==> src/hw/rtl/parallel_io_controller_top_macros.svh <==
// Assertion helpers shared by the RTL files that carry checks.
// All macros sample on clk and are held off while rst_n is low.
`ifndef PARALLEL_IO_CONTROLLER_TOP_MACROS_SVH
`define PARALLEL_IO_CONTROLLER_TOP_MACROS_SVH

// same-cycle implication
`define PIOC_ASSERT_IMPL(label, ante, cons, msg) \
    label: assert property (@(posedge clk) disable iff (!rst_n) (ante) |-> (cons)) else $error(msg);

// next-cycle implication
`define PIOC_ASSERT_NEXT(label, ante, cons, msg) \
    label: assert property (@(posedge clk) disable iff (!rst_n) (ante) |=> (cons)) else $error(msg);

`endif

==> src/hw/rtl/pioc_pkg.sv <==
`timescale 1ns / 1ps

package pioc_pkg;

    typedef enum logic [2:0] {
        FUNC_READ   = 3'd0,
        FUNC_WRITE  = 3'd1,
        FUNC_CTRL   = 3'd2,
        FUNC_PIN    = 3'd3,
        FUNC_STROBE = 3'd4,
        FUNC_ACK    = 3'd5,
        FUNC_RETI   = 3'd6
    } func_t;

    typedef enum logic [1:0] {
        MODE_OUT   = 2'd0,
        MODE_IN    = 2'd1,
        MODE_BIDIR = 2'd2,
        MODE_CTL   = 2'd3
    } mode_t;

    // low nibble of an odd control byte
    localparam logic [3:0] CTRL_IRQ_WORD = 4'h3;
    localparam logic [3:0] CTRL_IRQ_CTRL = 4'h7;
    localparam logic [3:0] CTRL_MODE     = 4'hf;

    // daisy-chain commands from the top level to one port
    typedef struct packed {
        logic ack_take;
        logic reti;
    } port_cmd_t;

    // per-access result of one port
    typedef struct packed {
        logic [7:0] read_data;
        logic       out_valid;
        logic [7:0] drv_data;
        logic [7:0] out_changed;
        logic       trig;
    } port_res_t;

    // interrupt status (current) and ready flag (after the access)
    typedef struct packed {
        logic       pending;
        logic       in_service;
        logic       irq_en;
        logic [7:0] vector;
        logic       ready;
    } port_stat_t;

endpackage

==> src/hw/rtl/pioc_port.sv <==
`timescale 1ns / 1ps

module pioc_port (
    input  logic                   clk,
    input  logic                   rst_n,
    input  logic                   req,
    input  pioc_pkg::func_t        func,
    input  logic [7:0]             data_byte,
    input  logic [7:0]             pin_mask,
    input  logic                   pin_valid,
    input  pioc_pkg::port_cmd_t    cmd,
    output pioc_pkg::port_res_t    res,
    output pioc_pkg::port_stat_t   stat
);

    pioc_pkg::mode_t mode_reg, mode_next;
    logic [7:0] latch_reg, latch_next;
    logic [7:0] img_reg, img_next;
    logic       fn_reg, fn_next;
    logic [7:0] dir_reg, dir_next;
    logic [7:0] mask_inv_reg, mask_inv_next;
    logic       and_reg, and_next;
    logic       high_reg, high_next;
    logic       mask_pend_reg, mask_pend_next;
    logic       dir_pend_reg, dir_pend_next;
    logic [7:0] vector_reg, vector_next;
    logic       en_reg, en_next;
    logic       insvc_reg, insvc_next;
    logic       pend_reg, pend_next;
    logic       ready_reg, ready_next;
    logic       first_reg, first_next;

    logic            wr_req;
    logic [7:0]      wr_val;
    pioc_pkg::mode_t wr_mode;
    logic [7:0]      img_upd;
    logic [7:0]      masked;
    logic            fn_val;

    // pin function over the updated pin image
    assign img_upd = (img_reg & ~pin_mask) | (data_byte & pin_mask);
    assign masked  = img_upd & mask_inv_reg;
    assign fn_val  = and_reg ? (high_reg ? (masked == mask_inv_reg) : (masked == 8'h00))
                             : (high_reg ? (masked != 8'h00) : (masked != mask_inv_reg));

    always_comb
    begin
        mode_next      = mode_reg;
        latch_next     = latch_reg;
        img_next       = img_reg;
        fn_next        = fn_reg;
        dir_next       = dir_reg;
        mask_inv_next  = mask_inv_reg;
        and_next       = and_reg;
        high_next      = high_reg;
        mask_pend_next = mask_pend_reg;
        dir_pend_next  = dir_pend_reg;
        vector_next    = vector_reg;
        en_next        = en_reg;
        insvc_next     = insvc_reg;
        pend_next      = pend_reg;
        ready_next     = ready_reg;
        first_next     = first_reg;
        wr_req         = 1'b0;
        wr_val         = data_byte;
        wr_mode        = mode_reg;
        res            = '0;

        if (req)
        begin
            case (func)
                pioc_pkg::FUNC_READ:
                begin
                    if (mode_reg == pioc_pkg::MODE_CTL)
                    begin
                        if (pin_valid)
                        begin
                            img_next = data_byte;
                        end
                        res.read_data = (latch_reg & ~dir_reg) |
                                        ((pin_valid ? data_byte : img_reg) & dir_reg);
                    end
                    else
                    begin
                        res.read_data = pin_valid ? data_byte : latch_reg;
                    end
                end
                pioc_pkg::FUNC_WRITE:
                begin
                    wr_req = 1'b1;
                end
                pioc_pkg::FUNC_CTRL:
                begin
                    if (dir_pend_reg)
                    begin
                        dir_next      = data_byte;
                        dir_pend_next = 1'b0;
                    end
                    else if (mask_pend_reg)
                    begin
                        mask_inv_next  = ~data_byte;
                        mask_pend_next = 1'b0;
                    end
                    else if (!data_byte[0])
                    begin
                        vector_next = data_byte;
                    end
                    else
                    begin
                        case (data_byte[3:0])
                            pioc_pkg::CTRL_IRQ_WORD:
                            begin
                                en_next = data_byte[7];
                            end
                            pioc_pkg::CTRL_IRQ_CTRL:
                            begin
                                en_next   = data_byte[7];
                                and_next  = data_byte[6];
                                high_next = data_byte[5];
                                if (data_byte[4])
                                begin
                                    mask_pend_next = 1'b1;
                                end
                            end
                            pioc_pkg::CTRL_MODE:
                            begin
                                mode_next = pioc_pkg::mode_t'(data_byte[7:6]);
                                if (data_byte[7:6] == pioc_pkg::MODE_CTL)
                                begin
                                    dir_pend_next = 1'b1;
                                end
                                // leaving input mode re-drives the latch
                                if (mode_reg == pioc_pkg::MODE_IN)
                                begin
                                    wr_req  = 1'b1;
                                    wr_val  = latch_reg;
                                    wr_mode = pioc_pkg::mode_t'(data_byte[7:6]);
                                end
                            end
                            default:
                            begin
                            end
                        endcase
                    end
                end
                pioc_pkg::FUNC_PIN:
                begin
                    img_next = img_upd;
                    fn_next  = fn_val;
                    if (!fn_reg && fn_val && en_reg)
                    begin
                        pend_next = 1'b1;
                        res.trig  = 1'b1;
                    end
                end
                pioc_pkg::FUNC_STROBE:
                begin
                    if (en_reg)
                    begin
                        pend_next = 1'b1;
                        res.trig  = 1'b1;
                    end
                end
                default:
                begin
                end
            endcase
        end

        if (wr_req)
        begin
            latch_next = wr_val;
            if (wr_mode != pioc_pkg::MODE_IN)
            begin
                first_next      = 1'b0;
                ready_next      = 1'b1;
                res.out_valid   = 1'b1;
                res.drv_data    = wr_val;
                res.out_changed = (first_reg ? ~wr_val : latch_reg) ^ wr_val;
            end
        end

        if (cmd.ack_take)
        begin
            pend_next  = 1'b0;
            insvc_next = 1'b1;
        end
        if (cmd.reti)
        begin
            insvc_next = 1'b0;
        end
    end

    assign stat.pending    = pend_reg;
    assign stat.in_service = insvc_reg;
    assign stat.irq_en     = en_reg;
    assign stat.vector     = vector_reg;
    assign stat.ready      = ready_next;

    always_ff @(posedge clk or negedge rst_n)
    begin
        if (!rst_n)
        begin
            mode_reg      <= pioc_pkg::MODE_IN;
            latch_reg     <= 8'h00;
            img_reg       <= 8'hff;
            fn_reg        <= 1'b0;
            dir_reg       <= 8'h00;
            mask_inv_reg  <= 8'hff;
            and_reg       <= 1'b0;
            high_reg      <= 1'b0;
            mask_pend_reg <= 1'b0;
            dir_pend_reg  <= 1'b0;
            vector_reg    <= 8'h00;
            en_reg        <= 1'b0;
            insvc_reg     <= 1'b0;
            pend_reg      <= 1'b0;
            ready_reg     <= 1'b1;
            first_reg     <= 1'b1;
        end
        else
        begin
            mode_reg      <= mode_next;
            latch_reg     <= latch_next;
            img_reg       <= img_next;
            fn_reg        <= fn_next;
            dir_reg       <= dir_next;
            mask_inv_reg  <= mask_inv_next;
            and_reg       <= and_next;
            high_reg      <= high_next;
            mask_pend_reg <= mask_pend_next;
            dir_pend_reg  <= dir_pend_next;
            vector_reg    <= vector_next;
            en_reg        <= en_next;
            insvc_reg     <= insvc_next;
            pend_reg      <= pend_next;
            ready_reg     <= ready_next;
            first_reg     <= first_next;
        end
    end

endmodule

==> src/hw/rtl/parallel_io_controller_top.sv <==
`timescale 1ns / 1ps
// The result is registered at the input transfer edge, into main or, while main is stalled, into skid.
// Throughput: one access per cycle while s_tready is high; all port state is read combinationally
// and updated at the same edge that registers the result.
// A two-entry output buffer (main plus skid) keeps s_tready high while one result waits.
// Reset (rst_n low, asynchronous): both ports return to byte input, interrupts off,
// ready flags high, IRQ line low; both output entries are emptied.

`include "parallel_io_controller_top_macros.svh"

module parallel_io_controller_top (
    input  logic        clk,
    input  logic        rst_n,
    input  logic        s_tvalid,
    output logic        s_tready,
    input  logic [15:0] s_tdata,   // [7:0] data_byte, [15:8] pin_mask
    input  logic [4:0]  s_tuser,   // [2:0] func, [3] port_sel, [4] pin_valid
    output logic        m_tvalid,
    input  logic        m_tready,
    output logic [39:0] m_tdata    // [7:0] read_data, [8] ack_valid, [16:9] ack_vector,
                                   // [17] out_valid, [25:18] drv_data, [33:26] out_changed,
                                   // [34] irq_line, [35] ready_a, [36] ready_b, [39:37] zero
);

    // ---------------------------------------------------------------------
    // Input decode
    // ---------------------------------------------------------------------
    logic            accept;
    pioc_pkg::func_t func;
    logic            port_sel;
    logic            pin_valid;
    logic [7:0]      data_byte;
    logic [7:0]      pin_mask;

    assign accept    = s_tvalid & s_tready;
    assign func      = pioc_pkg::func_t'(s_tuser[2:0]);
    assign port_sel  = s_tuser[3];
    assign pin_valid = s_tuser[4];
    assign data_byte = s_tdata[7:0];
    assign pin_mask  = s_tdata[15:8];

    // ---------------------------------------------------------------------
    // Ports and daisy chain. Port A always wins the acknowledge; port B is
    // only taken when A has nothing pending and is not in service.
    // ---------------------------------------------------------------------
    pioc_pkg::port_cmd_t  cmd_a, cmd_b;
    pioc_pkg::port_res_t  res_a, res_b, res_sel;
    pioc_pkg::port_stat_t stat_a, stat_b;
    logic                 is_ack;
    logic                 reti;
    logic                 take_a;
    logic                 take_b;

    assign is_ack = accept && (func == pioc_pkg::FUNC_ACK);
    assign reti   = accept && (func == pioc_pkg::FUNC_RETI);
    assign take_a = is_ack && stat_a.pending;
    assign take_b = is_ack && !stat_a.pending && !stat_a.in_service && stat_b.pending;

    assign cmd_a.ack_take = take_a;
    assign cmd_a.reti     = reti;
    assign cmd_b.ack_take = take_b;
    assign cmd_b.reti     = reti;

    pioc_port u_port_a (
        .clk       (clk),
        .rst_n     (rst_n),
        .req       (accept && !port_sel),
        .func      (func),
        .data_byte (data_byte),
        .pin_mask  (pin_mask),
        .pin_valid (pin_valid),
        .cmd       (cmd_a),
        .res       (res_a),
        .stat      (stat_a)
    );

    pioc_port u_port_b (
        .clk       (clk),
        .rst_n     (rst_n),
        .req       (accept && port_sel),
        .func      (func),
        .data_byte (data_byte),
        .pin_mask  (pin_mask),
        .pin_valid (pin_valid),
        .cmd       (cmd_b),
        .res       (res_b),
        .stat      (stat_b)
    );

    assign res_sel = port_sel ? res_b : res_a;

    // ---------------------------------------------------------------------
    // Shared IRQ line: set by a trigger, dropped by an acknowledge, re-raised
    // by reti when the highest pending port still has interrupts enabled.
    // ---------------------------------------------------------------------
    logic irq_line_reg, irq_line_next;

    always_comb
    begin
        irq_line_next = irq_line_reg;
        if (res_sel.trig)
        begin
            irq_line_next = 1'b1;
        end
        if (take_a || take_b)
        begin
            irq_line_next = 1'b0;
        end
        if (reti && (stat_a.pending ? stat_a.irq_en : (stat_b.pending && stat_b.irq_en)))
        begin
            irq_line_next = 1'b1;
        end
    end

    always_ff @(posedge clk or negedge rst_n)
    begin
        if (!rst_n)
        begin
            irq_line_reg <= 1'b0;
        end
        else
        begin
            irq_line_reg <= irq_line_next;
        end
    end

    // ---------------------------------------------------------------------
    // Result word
    // ---------------------------------------------------------------------
    logic [7:0]  ack_vector;
    logic [36:0] result;

    assign ack_vector = take_a ? stat_a.vector : (take_b ? stat_b.vector : 8'h00);

    assign result = {stat_b.ready, stat_a.ready, irq_line_next,
                     res_sel.out_changed, res_sel.drv_data, res_sel.out_valid,
                     ack_vector, (take_a || take_b), res_sel.read_data};

    // ---------------------------------------------------------------------
    // Output buffer: main entry drives the bus, skid entry catches one
    // transfer while main is stalled.
    // ---------------------------------------------------------------------
    logic [36:0] main_reg, main_next;
    logic [36:0] skid_reg, skid_next;
    logic        main_valid_reg, main_valid_next;
    logic        skid_valid_reg, skid_valid_next;
    logic        pop;

    assign pop = main_valid_reg && m_tready;

    always_comb
    begin
        main_next       = main_reg;
        skid_next       = skid_reg;
        main_valid_next = main_valid_reg;
        skid_valid_next = skid_valid_reg;
        if (accept)
        begin
            // skid is empty whenever a transfer is accepted
            if (!main_valid_reg || pop)
            begin
                main_next       = result;
                main_valid_next = 1'b1;
            end
            else
            begin
                skid_next       = result;
                skid_valid_next = 1'b1;
            end
        end
        else if (pop)
        begin
            if (skid_valid_reg)
            begin
                main_next       = skid_reg;
                skid_valid_next = 1'b0;
            end
            else
            begin
                main_valid_next = 1'b0;
            end
        end
    end

    always_ff @(posedge clk or negedge rst_n)
    begin
        if (!rst_n)
        begin
            main_valid_reg <= 1'b0;
            skid_valid_reg <= 1'b0;
        end
        else
        begin
            main_valid_reg <= main_valid_next;
            skid_valid_reg <= skid_valid_next;
        end
    end

    always_ff @(posedge clk)
    begin
        main_reg <= main_next;
        skid_reg <= skid_next;
    end

    assign s_tready = !skid_valid_reg;
    assign m_tvalid = main_valid_reg;
    assign m_tdata  = {3'b000, main_reg};

    // ---------------------------------------------------------------------
    // Checks
    // ---------------------------------------------------------------------
    `PIOC_ASSERT_IMPL(a_skid_behind_main, skid_valid_reg, main_valid_reg, "skid full with main empty")
    `PIOC_ASSERT_NEXT(a_ack_drops_line, take_a || take_b, !irq_line_reg, "IRQ line held after acknowledge")
    `PIOC_ASSERT_NEXT(a_ack_b_in_service, take_b, stat_b.in_service && !stat_b.pending, "port B acknowledge not recorded")
    `PIOC_ASSERT_NEXT(a_reti_clears_service, reti, !stat_a.in_service && !stat_b.in_service, "in-service left set after reti")

endmodule

==> config.mk <==
export PLATFORM = sky130hd
export DESIGN_NAME = parallel_io_controller_top
export DESIGN_NICKNAME = d
export VERILOG_FILES = /design/src/hw/rtl/pioc_pkg.sv /design/src/hw/rtl/pioc_port.sv /design/src/hw/rtl/parallel_io_controller_top.sv
export VERILOG_INCLUDE_DIRS = /design/src /design/src/hw/rtl
export SDC_FILE = /design/constraint.sdc
export NUM_CORES = 1
export LEC_CHECK = 0
export BUFFER_PORTS_ARGS = -buffer_cell sky130_fd_sc_hd__buf_2
export CORE_MARGIN = 3
export CORE_UTILIZATION = 49
export CTS_BUF_LIST = sky130_fd_sc_hd__clkbuf_8 sky130_fd_sc_hd__clkbuf_16
export CTS_CLUSTER_DIAMETER = 80
export DETAILED_ROUTE_END_ITERATION = 8
export PLACE_DENSITY_LB_ADDON = 0.15
export SYNTH_ARGS = -nofsm -noshare
export SYNTH_HDL_FRONTEND = slang
export SYNTH_SLANG_ARGS = --single-unit
==> constraint.sdc <==
create_clock -name clk -period 4.8 [get_ports clk]
set_input_delay 0.24 -clock clk [delete_from_list [all_inputs] [get_ports clk]]
set_output_delay 0.24 -clock clk [all_outputs]
set_load 0.02 [all_outputs]
==> results of run 1 <==
-- logic make-up (layout without fill, tap and decap cells) --
kind of cell	after synthesis	in the layout	synth area share, %
buffers and inverters	81	129	3.922
AND/OR/NAND/NOR	243	243	13.55
other	1	4	0.04322
XOR/XNOR	8	8	0.8075
flip-flops	176	176	55.46
AO/OA/AOI/OAI	222	222	16.57
multiplexers	75	75	9.647
-- stage by stage --
| stage | total power (W) | utilization (%) |
|---|---|---|
| after floorplan | 0.002860 | - |
| after global placement | 0.003195 | 52.63 |
| after detailed placement | 0.003234 | 52.63 |
| after CTS | 0.004514 | 55.87 |
| after global routing | 0.004710 | 55.87 |
| final | 0.004480 | 55.87 |
-- final timing paths --
path | from | end | slack [ns]
min in group asynchronous | rst_n | u_port_a.and_reg | 0.30
max reg2reg | skid_valid_reg | main_reg[19] | 1.49
min reg2reg | u_port_b.mode_reg[0] | u_port_b.mode_reg[0] | 0.48
max | skid_valid_reg | main_reg[19] | 1.49
max in group asynchronous | rst_n | u_port_b.dir_reg[2] | 3.25
min | s_tvalid | skid_valid_reg | 0.15
-- final cells by class --
type | count | area share [%]
clock buffers | 17 | 4.402
clock inverters | 15 | 1.191
inverters | 28 | 1.088
multi-input cells | 552 | 36.77
flip-flops and latches | 176 | 49.80
well taps | 225 | 2.913
repair buffers | 69 | 3.833
-- metal layers --
metal / part of all wire, % / vias up
met5: 0 / -
met4: 1.7 / 0
met3: 4.4 / 26
met2: 47 / 189
met1: 47 / 3191
li1: - / 3006
-- synth_stat cells (all sizes together) (6+ instances only) --
master / n / area share, %
dfrtp: 66 / 19
o211ai: 28 / 2.4
nor2: 62 / 2.8
nand4: 13 / 0.94
nor2b: 8 / 0.58
nand3: 19 / 1.1
dfstp: 38 / 12
edfxtp: 72 / 25
xor2: 8 / 0.81
o22a: 8 / 0.81
and2: 12 / 0.87
nand2b: 6 / 0.43
inv: 28 / 1.2
a22o: 12 / 1.2
a21o: 17 / 1.5
buf: 11 / 0.89
nand2: 93 / 4.1
a21oi: 40 / 2.3
o22ai: 17 / 1.5
mux2: 69 / 9.0
a22oi: 16 / 1.4
clkbuf: 42 / 1.8
mux2i: 6 / 0.69
and3: 11 / 0.79
o21ai: 69 / 4.0
-- tightest hold or removal path: cells and delay by family --
kind / cells / cell delay (ns)
AOI/OAI and AO/OA: 2 / 0.19
buffers and inverters: 1 / 0.10
-- power by group through the flow --
stage / clock [W] / combinational, W / sequential (W)
floorplan: 0 / 0.000549 / 0.00231
CTS: 0.00131 / 0.000995 / 0.00221
finish: 0.00128 / 0.000983 / 0.00222
global placement: 0 / 0.000966 / 0.00223
global route: 0.00137 / 0.00108 / 0.00226
detailed placement: 0 / 0.000990 / 0.00224
==> impl_results.md, run 1 <==
* Yosys reg bits at ~180
* Async SR Flop Fraction at about three fifths
* Worst path buffer plus inverter count at 1
* Final Max Tran Viols at 0
* Post-route DRC violation count at 0
* Post-CTS resize count at 0
* Most used DFF post-synth: edfxtp_1
* FF-to-FF path depth at 8
* TritonCTS clock tree: yes
* Layout Cells excl Fill at 1082
* Design Area, Final at 0.009663 mm²
* GPL Wtd Cong at around 0.87
* Hold_buf cts at 2
* Clk_lat worst skew at 0.43 ns
* PortBufs at 62
* Setup Fix Bufs, Post-CTS at 0
* Combinational Power Share at 21.9%
* CORE AREA at approximately 0.017 mm²
* Outcome: finished, final reports clean
* Slew Limit Headroom at between 10% and 20%
* # setup viols final at 0
* Fin. Hold Viols at 0
* Net Sw Power at 0.001453 W
* Routed Antenna Nets at 0
* Cell Area, Synth at 0.008677 mm²
* DR pass1 iterations at 7
* Slew at the pin with the worst max-slew slack at ~1.3 ns
* Period minus WS final at 3.306 ns
* Peak supply drop at 0.2695 mV
* Most common cell after layout, fill and taps aside: nand2_1
* Clock network fraction of total power at 28.5%
* Commonest cells after routing, fill and taps aside: nand2_1 (92), edfxtp_1 (72), mux2_2 (69)
* Die Ht at 139.1 µm
* Multi-input logic area at 0.003553 mm²
* Die Footprint at 0.01934 mm²
* CP Cell Sequence: nand2b_1 -> buf_4 -> nor2_1 -> nand3_1 -> nor2_1 -> a31oi_2 -> o21ai_0 -> a22o_1
* GR Util met1 at a little under a third
* P_int at 0.003028 W
* Longest Clk Path Bufs at 2
* Setup Crit Path Kind: flop to flop
* Dpl ws at 1.548 ns
* First-pass GRT wire length at between 30000 and 40000 µm
* WL per Instance at 19.47 µm
* Dpl cells at 1048
* DP HPWL at between 10000 and 15000 µm
* Hold depth at 3
* Crit-path max FO at 39
* Via Count at 6412
* Final worst slack at 1.494 ns
* GR peak layer: met2
* Initial antenna violation count at 0
* Skew final at between 0.009 and 0.01 ns
* Critical path required time at 4.98 ns
* GR met3 Demand/Resource at 3.966%
* Worst Hold Class: input port to flop
* Setup TNS Final at 0 ns
* Fillers at 1531
* Gr usage total at 22.33%
* Clk slew on worst S/H paths at roughly 0.07 ns
* Yosys cell types at 55
* Syn Inst Count at 806
* RSZ-0062 raised after global routing: no
* Max stage delay on crit path at about 0.98 ns
* Critical Path AT at about 3.5 ns
* Sequential Power Share at between 40% and 50%
* CP startpoint kind: flop
* Area growth from synthesis to layout at 11.36%
* Mapped Avg Cell Area at 10.77 µm²
* Crit end category: flop
* CTS Buf Count at 17
* Row cnt at between 40 and 50
* Crit-path slowest cell: a31oi_2
* Vias in the first global route at 6315
* FMAX at 302.5 MHz
* Root Buffer: clkbuf_16
* Chip width at 139.1 µm
* Cell depth of the worst setup path at 8
* Sw frac at 32.42%
* Family with the most delay on the worst path: compound AO/OA/AOI/OAI gates
* Sequential cell area at 0.004812 mm²
* Vias per Instance at 5.926
* Number of flops mapped to enable cells by yosys at 72
* Worst hold slack at 0.1476 ns
* Most frequent cell on the critical path: nor2_1
* # diodes at 0
* Routed WL at 21070 µm
* Largest net degree at the start of global routing at 69
* Fin nets at about 870
* Placed instance area at 0.009102 mm²
* Initial DRC count at 547
* TritonCTS Sinks at 176
* H-tree Lvls at 4
* Register area share after synthesis at 55.46%
* I/O pin count at 67
* Global-route met2 utilization at a little over a third
* Final Cycle Share at between 60% and 70%
* Pwr Density at 463.6 mW/mm²
* Initial Util at 50.17%
* Fraction of layout cells with a size suffix above 1 at 25.90%
* Overflow after GRT at 0
* Leakage at 3.959 nW
* Max Cap Violations at 0
* Synth Warn # at 0
Power figures use the tool's default switching activity.
==> inputs of run 2 (changes only) <==
Clock period 4.8 ns to 2.9 ns, I/O delays scaled along.
==> run 2 against run 1 <==
- worst setup slack got worse by 1.1 ns
- cell count increased by 2.1%
- fmax up 30%
- sequential cell count is the same
- non-clock buffer count up 23
- first-iteration DRC count decreased by 17%
- critical path depth fell by 1
- power up 72%
- clock skew fell by 0.0019 ns
- register-to-register slack lost 1.1 ns
- sequential power increased by 64%
- largest cell class unchanged
==> impl_results.md, run 2 (synthesized netlist as in run 1, its figures left out) <==
* Fillers at 1505 (-1.7%)
* Largest net degree at the start of global routing at 105 (+52%)
* Vias in the first global route at 6432 (+1.9%)
* Outcome: finished, final reports clean
* CP Cell Sequence: nand2b_1 -> nor2_1 -> nand3_1 -> nor2_1 -> a31oi_2 -> o21ai_0 -> a22o_1
* Most common cell after layout, fill and taps aside: nand2_1
* Routed Antenna Nets at 0 (unchanged)
* # diodes at 0 (unchanged)
* Setup TNS Final at 0 ns (unchanged)
* Fin nets at 892 (+2.6%)
* FF-to-FF path depth at 7 (-1)
* TritonCTS Sinks at 176 (unchanged)
* Chip width at 139.1 µm (unchanged)
* DP HPWL at 15150 µm (+3.7%)
* Post-CTS resize count at 0 (unchanged)
* Overflow after GRT at 0 (unchanged)
* Period minus WS final at 2.541 ns (-0.7647 ns)
* Longest Clk Path Bufs at 2 (unchanged)
* Layout Cells excl Fill at 1105 (+2.1%)
* First-pass GRT wire length at 34400 µm (about the same)
* Fraction of layout cells with a size suffix above 1 at 27.95% (+2.1 points)
* I/O pin count at 67 (unchanged)
* FMAX at 393.5 MHz (+30%)
* Hold depth at 3 (unchanged)
* Hold Crit Endpoint: skid_valid_reg
* Worst Hold Class: input port to flop
* Pwr Density at 775.0 mW/mm² (+67%)
* Row cnt at 48 (unchanged)
* Leakage at 4.111 nW (+3.8%)
* Root Buffer: clkbuf_16
* Peak supply drop at 0.5306 mV (+97%)
* Critical path required time at 3.09 ns (-1.89 ns)
* Reg2Reg Capture Point: main_reg[19]
* TritonCTS clock tree: yes
* Initial antenna violation count at 0 (unchanged)
* Critical Path AT at 2.73 ns (-0.76 ns)
* CTS Buf Count at 17 (unchanged)
* Vias per Instance at 5.836 (-1.5%)
* Skew final at 0.007317 ns (-0.001925 ns)
* Crit-path slowest cell: a31oi_2
* Crit end category: flop
* Via Count at 6449 (+0.58%)
* GR Util met1 at 30.97% (-0.68 points)
* Worst hold slack at 0.04750 ns (-0.1001 ns)
* Final Max Tran Viols at 0 (unchanged)
* Area growth from synthesis to layout at 14.29%
* PortBufs at 62 (unchanged)
* Final Cycle Share at 87.63% (+19 points)
* Max stage delay on crit path at 0.71 ns (-0.27 ns)
* GR peak layer: met2
* Most frequent cell on the critical path: nor2_1
* Commonest cells after routing, fill and taps aside: nand2_1 (92), edfxtp_1 (72), mux2_2 (69)
* Reg2reg start: skid_valid_reg
* Max Cap Violations at 0 (unchanged)
* Clk_lat worst skew at 0.43 ns (about the same)
* GR met3 Demand/Resource at 4.379% (+0.41 points)
* Initial DRC count at 453 (-17%)
* Crit-path max FO at 16 (-59%)
* Hold_buf cts at 2 (unchanged)
* Clk slew on worst S/H paths at 0.07 ns (about the same)
* Post-route DRC violation count at 0 (unchanged)
* Die Footprint at 0.01934 mm² (unchanged)
* GPL Wtd Cong at 0.8896 (+2.7%)
* Initial Util at 50.17% (unchanged)
* RSZ-0062 raised after global routing: no
* Dpl cells at 1071 (+2.2%)
* Routed WL at 21220 µm (+0.73%)
* CORE AREA at 0.01730 mm² (unchanged)
* Setup Crit Path Kind: flop to flop
* Hold_sp: s_tvalid
* Slew Limit Headroom at 40.94% (+26 points)
* WL per Instance at 19.20 µm (-1.4%)
* Fin. Hold Viols at 0 (unchanged)
* Setup Fix Bufs, Post-CTS at 0 (unchanged)
* Gr usage total at 22.44% (+0.11 points)
* Reg2Reg Setup Slack at 0.36 ns (-1.14 ns)
* H-tree Lvls at 4 (unchanged)
* DR pass1 iterations at 5 (-2)
* Slew at the pin with the worst max-slew slack at 0.8831 ns (-0.3878 ns)
* CP startpoint kind: flop
* Die Ht at 139.1 µm (unchanged)
* # setup viols final at 0 (unchanged)
* Global-route met2 utilization at 35.57% (+0.41 points)
## run 2: layout make-up
class	count	area (µm²)	area share (%)
Sequential cell	176	4812	48.52
Tap cell	225	281.5	2.839
Multi-Input combinational cell	552	3553	35.83
Clock inverter	15	183.9	1.855
Timing Repair Buffer	92	555.5	5.602
Clock buffer	17	425.4	4.290
Inverter	28	105.1	1.060
## run 2: layer usage
layer  wire [µm]  vias to the layer above
met5           0                        -
met4         486                        0
met3        1149                       32
met2        9959                      202
met1        9625                     3172
li1            -                     3043
## run 2: worst max-delay path: cells and delay by family (launching register included)
kind            cells  cell delay (ns)
simple gates        4             0.60
compound gates      3             1.25
flops               1             0.45
## run 2: how the worst max path moves through the flow
stage                        start      endpoint  slack, ns  cells past startpoint
finish              skid_valid_reg  main_reg[19]       0.36                      7
global route        skid_valid_reg  skid_reg[26]       0.15                      7
CTS                 skid_valid_reg  main_reg[19]       0.37                      7
detailed placement  skid_valid_reg  main_reg[19]       0.37                      7
global placement        s_tuser[1]  main_reg[20]       0.41                      8
floorplan           skid_valid_reg  main_reg[22]       0.65                      9
## run 2: per-stage QoR
step,util [%],total power (W),instance area [µm²],setup slack [ns]
finish,57.34,0.007685,9917,0.3589
global route,57.34,0.008070,9917,0.1495
CTS,57.34,0.007741,9917,0.3730
detailed placement,53.70,0.005361,9288,0.3684
global placement,53.70,0.005302,9288,0.4095
floorplan,-,0.004731,8692,0.6475
## run 2: where the power goes
group          switching [W]  internal (W)  leakage [nW]
registers           0.000380       0.00327          1.96
logic               0.000992      0.000660          1.85
clock network        0.00102       0.00137         0.301
